===== config.mk =====
export PLATFORM = sky130hd
export DESIGN_NAME = pmfa_front
export DESIGN_NICKNAME = d
export VERILOG_FILES = /design/src/hw/rtl/pmfa_pkg.sv /design/src/hw/rtl/pmfa_front.sv
export VERILOG_INCLUDE_DIRS = /design/src /design/src/hw/rtl
export SDC_FILE = /design/constraint.sdc
export NUM_CORES = 1
export LEC_CHECK = 0
export BUFFER_PORTS_ARGS = -buffer_cell sky130_fd_sc_hd__buf_2
export CELL_PAD_IN_SITES_DETAIL_PLACEMENT = 1
export CELL_PAD_IN_SITES_GLOBAL_PLACEMENT = 2
export CORE_AREA = 2 2 101 176
export CTS_CLUSTER_DIAMETER = 40
export DETAILED_ROUTE_END_ITERATION = 16
export DIE_AREA = 0 0 103 178
export PLACE_DENSITY_LB_ADDON = 0.1
export RECOVER_POWER = 100
export REMOVE_ABC_BUFFERS = 1
export SYNTH_ARGS = -nofsm -noshare
export SYNTH_HDL_FRONTEND = slang
export SYNTH_SLANG_ARGS = --single-unit

===== constraint.sdc =====
create_clock -name i_clk -period 4.4 [get_ports i_clk]
set_input_delay 0.22 -clock i_clk [delete_from_list [all_inputs] [get_ports i_clk]]
set_output_delay 0.22 -clock i_clk [all_outputs]
set_load 0.02 [all_outputs]

===== src/hw/rtl/paged_mmu_frame_allocator_unit_macros.svh =====
// Assertion macros shared by the allocator RTL.
`ifndef PAGED_MMU_FRAME_ALLOCATOR_UNIT_MACROS_SVH
`define PAGED_MMU_FRAME_ALLOCATOR_UNIT_MACROS_SVH
`ifndef SYNTHESIS
`define PMFA_ASSERT_IMP(label, clk, rst_n, ante, cons) \
    label: assert property (@(posedge clk) disable iff (!rst_n) (ante) |-> (cons)) \
        else $error("pmfa check failed");
`define PMFA_ASSERT_NXT(label, clk, rst_n, ante, cons) \
    label: assert property (@(posedge clk) disable iff (!rst_n) (ante) |=> (cons)) \
        else $error("pmfa check failed");
`else
`define PMFA_ASSERT_IMP(label, clk, rst_n, ante, cons)
`define PMFA_ASSERT_NXT(label, clk, rst_n, ante, cons)
`endif
`endif


===== src/hw/rtl/pmfa_pkg.sv =====
// Shared types and constants of the paged MMU frame allocator.
package pmfa_pkg;

    localparam int PROCESSES_DEF   = 64;
    localparam int PAGES_DEF       = 1024;
    localparam int FRAME_COUNT_DEF = 4096;
    localparam logic [11:0] FIRST_FRAME_RST = 12'd16;
    localparam int FCNT_W = 17;

    localparam logic [2:0] CMD_MAP     = 3'd0;
    localparam logic [2:0] CMD_UNMAP   = 3'd1;
    localparam logic [2:0] CMD_READ    = 3'd2;
    localparam logic [2:0] CMD_WRITE   = 3'd3;
    localparam logic [2:0] CMD_RELEASE = 3'd4;

    typedef enum logic [2:0] {
        K_NOP    = 3'd0,
        K_BADPID = 3'd1,
        K_MAP    = 3'd2,
        K_UNMAP  = 3'd3,
        K_READ   = 3'd4,
        K_WRITE  = 3'd5,
        K_REL    = 3'd6
    } t_kind;

    typedef struct packed {
        t_kind       kind;
        logic [5:0]  pid;
        logic [9:0]  vpn;
        logic [11:0] offset;
        logic [10:0] count;
        logic [2:0]  flags;
        logic [7:0]  wbyte;
    } t_item;

    typedef struct packed {
        logic  valid;
        t_item item;
    } t_q_out;

    typedef struct packed {
        logic pop;
        logic init_done;
    } t_back_stat;

endpackage


===== src/hw/rtl/pmfa_front.sv =====
// Front end: classify incoming commands and queue them for the sequencer.
`include "paged_mmu_frame_allocator_unit_macros.svh"
module pmfa_front #(
    parameter int PROCESSES = pmfa_pkg::PROCESSES_DEF
) (
    input  logic                  i_clk,
    input  logic                  i_rst_n,
    input  logic                  i_in_valid,
    output logic                  o_in_ready,
    input  logic [2:0]            i_cmd,
    input  logic [5:0]            i_pid,
    input  logic [21:0]           i_vaddr,
    input  logic [10:0]           i_page_count,
    input  logic [2:0]            i_flags,
    input  logic [7:0]            i_write_byte,
    input  pmfa_pkg::t_back_stat  i_stat,
    output pmfa_pkg::t_q_out      o_q
);
    pmfa_pkg::t_item r_q [2];
    logic            r_wp, r_rp;
    logic [1:0]      r_cnt, n_cnt;
    pmfa_pkg::t_item item;
    logic            push;

    always_comb begin
        case (i_cmd)
            pmfa_pkg::CMD_MAP:     item.kind = pmfa_pkg::K_MAP;
            pmfa_pkg::CMD_UNMAP:   item.kind = pmfa_pkg::K_UNMAP;
            pmfa_pkg::CMD_READ:    item.kind = pmfa_pkg::K_READ;
            pmfa_pkg::CMD_WRITE:   item.kind = pmfa_pkg::K_WRITE;
            pmfa_pkg::CMD_RELEASE: item.kind = pmfa_pkg::K_REL;
            default:               item.kind = pmfa_pkg::K_NOP;
        endcase
        if (item.kind != pmfa_pkg::K_NOP && 32'(i_pid) >= PROCESSES) begin
            item.kind = pmfa_pkg::K_BADPID;
        end
        item.pid    = i_pid;
        item.vpn    = i_vaddr[21:12];
        item.offset = i_vaddr[11:0];
        item.count  = i_page_count;
        item.flags  = i_flags;
        item.wbyte  = i_write_byte;
    end

    assign o_in_ready = i_stat.init_done && (r_cnt != 2'd2);
    assign push       = i_in_valid && o_in_ready;
    assign n_cnt      = r_cnt + {1'b0, push} - {1'b0, i_stat.pop};

    always_ff @(posedge i_clk) begin
        if (!i_rst_n) begin
            r_wp  <= 1'b0;
            r_rp  <= 1'b0;
            r_cnt <= 2'd0;
        end else begin
            r_cnt <= n_cnt;
            if (push) begin
                r_wp <= ~r_wp;
            end
            if (i_stat.pop) begin
                r_rp <= ~r_rp;
            end
        end
    end

    always_ff @(posedge i_clk) begin
        if (push) begin
            r_q[r_wp] <= item;
        end
    end

    assign o_q.valid = (r_cnt != 2'd0);
    assign o_q.item  = r_q[r_rp];

    `PMFA_ASSERT_IMP(a_cnt_bound, i_clk, i_rst_n, 1'b1, r_cnt != 2'd3)
    `PMFA_ASSERT_IMP(a_pop_nonempty, i_clk, i_rst_n, i_stat.pop, r_cnt != 2'd0)
endmodule


Word-level counts from Yosys, hierarchy flattened. Memory sizes are Yosys's and may differ from the RTL's. A register that Yosys moved wholly into a read port is not among the register bits. Index checks and enable logic that the tools add are counted. W data, S select, Z words.

Input bits: 58. Bits in writable memories: 106. Memories: 1. Register bits: 4. Logic and storage cells: 22. Bits in latches: 0. ROM bits: 0. Output and inout bits: 55.

Shifts and indexed selects: 0. $lt $le $gt $ge: 0. Add/sub/neg operators: 2. Reductions and logical operators: 4. Eq/ne operators: 5. $mul: 0. Bitwise operators: 2. Div/mod/pow operators: 0. Muxes and demuxes: 5.

Memory list: r_q (depth 2, width 53, read ports 1, clocked after memory_dff 1, write ports 1, line pmfa_front.sv:19) `pmfa_pkg::t_item r_q [2];`.

Operators with widths (number): $pmux W3 S5 (1); $eq A3 B2 Y1 const B (2); $mux W1 (4); $eq A3 B1 Y1 const B (1); $eq A3 B3 Y1 const B (1); $logic_not A3 Y1 (1); $add A2 B1 Y2 (1); $logic_and A1 B1 Y1 (2); $ne A2 B2 Y1 const B (1); $not A1 Y1 (2); $reduce_bool A2 Y1 (1); $sub A2 B1 Y2 (1).

Logic depth before layout (Yosys ltp).
Depth after elaboration: 5. Depth in mapped cells: 8. Gate-level depth less buffers: 8.

Worst setup path after synthesis. No wires, ideal clock.

Kind: register -> register. Start point: register r_cnt[0]. End point: memory r_q[0][0] (netlist bit) (enable). Clock period less this slack: 3265 ps. Setup time: 464 ps. Arrival time: 2801 ps. Data required time: 3936 ps. Path slack: 1135 ps. Stages on the path, launching flop included: 4. Buffers on the path: 0. Path through: dfxtp_1 nand2b_1 nand3_1 nor2_1.

Word-level cells in the longest chain between the ends: 5.

Ends and longest elaborated chain: from (decl) (line pmfa_front.sv:21) `logic [1:0] r_cnt, n_cnt;`; from (signal assigned) (line pmfa_front.sv:55) `r_cnt <= n_cnt;`; $ne A2 B2 Y1 (line pmfa_front.sv:45) `assign o_in_ready = i_stat.init_done && (r_cnt != 2'd2);`; $logic_and A1 B1 Y1 (line pmfa_front.sv:45); $logic_and A1 B1 Y1 (line pmfa_front.sv:46) `assign push = i_in_valid && o_in_ready;`; $mux W1 (line pmfa_front.sv:66) `if (push) begin`; $mux W1 (implied by the code) (line pmfa_front.sv:67) `r_q[r_wp] <= item;`; to (decl) (line pmfa_front.sv:19).

No other way between the ends.

Worst setup path after layout.
Start point: register r_cnt[0]. End point: memory r_q[1][48] (netlist bit) (enable).

The elaborated chain is that of the path after synthesis.

==> results.json <==
{
  "vdd_drop_max_uv": 178,
  "rows": 63,
  "areaGrowthSynthToFinish_pct": 19.6,
  "setup_viol": 0,
  "wl_um": 8620,
  "cts_max_level": 3,
  "crit_slowest_cell": "and3_1",
  "use_met2_pct": 17.0,
  "tns_ns": 0,
  "synth_warnings": 0,
  "crit_path_max_incr_delay_ns": 1.27,
  "root_buffer": "clkbuf_16",
  "clk_latency_ns": 0.34,
  "grt-ovfl-total": 0,
  "clk_path_buf_depth": 2,
  "grt_max_degree": 54,
  "cp.arrival_ns": 2.76,
  "gp_congestion": 0.649,
  "final_cell_mix": "edfxtp_1 (106), buf_2 (73), mux2_1 (50), clkbuf_1 (38), clkbuf_16 (9)",
  "final_cell_count_no_fill": 542,
  "antenna_left": 0,
  "cts_resized": 0,
  "grt_pass1_wl_um": 12300,
  "p_switching_uw": 552,
  "finalHoldViolations": 0,
  "post-route-period-util_pct": 62.4,
  "rsz0062_at_grt": "no",
  "p_per_area_nw_per_um2": 469,
  "ctsHoldBuffers": 0,
  "fp.dieArea_um2": 18300,
  "clock_power_share_pct": 36.6,
  "endpoint_kind": "flop",
  "numClockSinks": 111,
  "maxCapViolCount": 1,
  "tritoncts": "done",
  "final_cell_area_um2": 5190,
  "yosys.area.top_type": "edfxtp_1",
  "total_leakage_power_uw": 0.00181,
  "vias_per_cell": 3.90,
  "finClkSkew_ns": 0.00697,
  "finalCriticalPeriod_ns": 2.74,
  "dp_hpwl_um": 5800,
  "start_util_pct": 25.7,
  "drtIter0Drc": 29,
  "start_kind": "flop",
  "placed_area_um2": 5100,
  "drc": 0,
  "vias": 2115,
  "synth_area_um2": 4340,
  "track_usage_pct": 9.31,
  "violations": "max-capacitance violations, max-slew violations",
  "seqPwrFrac_pct": 51.9,
  "crit_fanout": 33,
  "multi_input_area_um2": 768,
  "dp_cells": 528,
  "post_cts_buffers": 0,
  "first_global_vias": 2303,
  "nets": 372,
  "ys_ff_latch": 111,
  "swShare_pct": 22.7,
  "slew_violations": 34,
  "synthTopCellsByArea": "edfxtp_1 (73%), mux2_4 (17%), buf_12 (2.3%), dfxtp_1 (2.3%), mux2_2 (1.0%)",
  "synth_top_area_share_pct": 73.4,
  "tightest_slew_ns": 1.65,
  "p_int_uw": 1880,
  "avgSynthCellArea_um2": 22.5,
  "die_w_um": 103,
  "portBuffers": 112,
  "cp_data_required_time_ns": 4.41,
  "antenna_found_initial": 0,
  "wl_per_cell_um": 15.9,
  "pwr-share-comb_pct": 11.5,
  "fmax_ghz": 0.364,
  "timing.critical_path.cells": "nand2b_1 -> and2_0 -> and3_1 -> buf_4",
  "holdCritPathClass": "primary input to flop",
  "die_y_um": 178,
  "synth_cells": 193,
  "fp.coreArea_um2": 16900,
  "numCtsBuffers": 9,
  "met3_usage_pct": 2.31,
  "grt_use_met1_pct": 9.79,
  "io_pins": 113,
  "ys_seq_area_share_pct": 75.7,
  "drive_gt1_share_pct": 30.2,
  "top_usage_layer": "met2",
  "path_clk_slew_ns": 0.07,
  "final_common_cell": "edfxtp_1",
  "drt_pre_antenna_iters": 6,
  "crit_type": "flop to flop",
  "max-slew-margin-rel_pct": -9.68,
  "synth.distinct_cells": 20,
  "status": "finished with violations",
  "fill_cells": 1822,
  "seq_area_um2": 3280,
  "antenna_cells": 0
}
[cells in the mapped netlist]
cell and count:
dfxtp_1 5, mux2i_1 1, buf_12 5, or2_2 1, nor2_1 2, mux2_2 4
a21oi_1 1, buf_6 1, inv_1 1, edfxtp_1 106, ha_1 2, mux2_4 50
and2_1 5, nand2_1 1, nor2b_1 1, nand2b_1 2, xnor2_1 2, and3_1 1
xor2_1 1, nand3_1 1
[layer usage]
metal  vias to the layer above  part of all wire (%)
li1                        986                     -
met1                      1053                    37
met2                        64                    56
met3                        12                   5.6
met4                         0                   1.6
met5                         -                     0
[cell families after synthesis]
| group | synth area share, % |
|---|---|
| buffers and inverters | 2.65 |
| multiplexers | 18.6 |
| flip-flops | 75.7 |
| AND/OR/NAND/NOR | 1.82 |
| adder cells (fa/ha/maj) | 0.577 |
| AO/OA/AOI/OAI | 0.115 |
| XOR/XNOR | 0.606 |
[power by group through the flow]
stage	registers, µW	logic, µW	clock network (µW)
2_1_floorplan	1290	226	0
3_3_place_gp	1290	338	0
3_5_place_dp	1300	339	0
4_1_cts	1270	340	919
5_1_grt	1270	306	953
6_report	1260	280	891
[stage by stage]
| step | hold slack, ns | setup slack, ns | utilization, % | total power (µW) |
|---|---|---|---|---|
| 4_1_cts | 0.0502 | 2.11 | 32.2 | 2530 |
| 3_3_place_gp | 0.410 | 2.15 | 30.2 | 1630 |
| 2_1_floorplan | 0.319 | 1.14 | - | 1510 |
| 3_5_place_dp | 0.415 | 2.14 | 30.2 | 1640 |
| 5_1_grt | 0.0517 | 1.40 | 30.8 | 2530 |
| 6_report | 0.0664 | 1.66 | 30.8 | 2430 |
[path summary, 6_finish.rpt]
kind | slack, ns | from | to | cells past startpoint
hold / removal | 0.07 | i_vaddr[11] | r_q[0][33] | 1
hold reg to reg | 0.53 | r_wp | r_wp | 2
setup reg to reg | 1.66 | r_cnt[0] | r_q[1][48] | 4
setup / recovery | 1.66 | r_cnt[0] | r_q[1][48] | 4
[critical path, delay by kind of cell (launching register included)]
| kind | cells | cell delay (ns) |
|---|---|---|
| buf+inv | 1 | 0.49 |
| flops | 1 | 0.34 |
| simple gates | 3 | 1.55 |
[state kept, by name, indices dropped and copies added (netlist names), named ones only]
register,flops
r_q,106
r_rp,1
r_cnt,2
r_wp,1
[area by class of cell]
cell class	count	share of cell area, %
Clock buffer	9	4.34
Inverter	1	0.0723
Tap cell	227	5.47
Multi-Input combinational cell	75	14.8
Sequential cell	111	63.3
Clock inverter	5	1.90
Timing Repair Buffer	114	10.1
No activity file was read; power rests on OpenSTA's default activity.
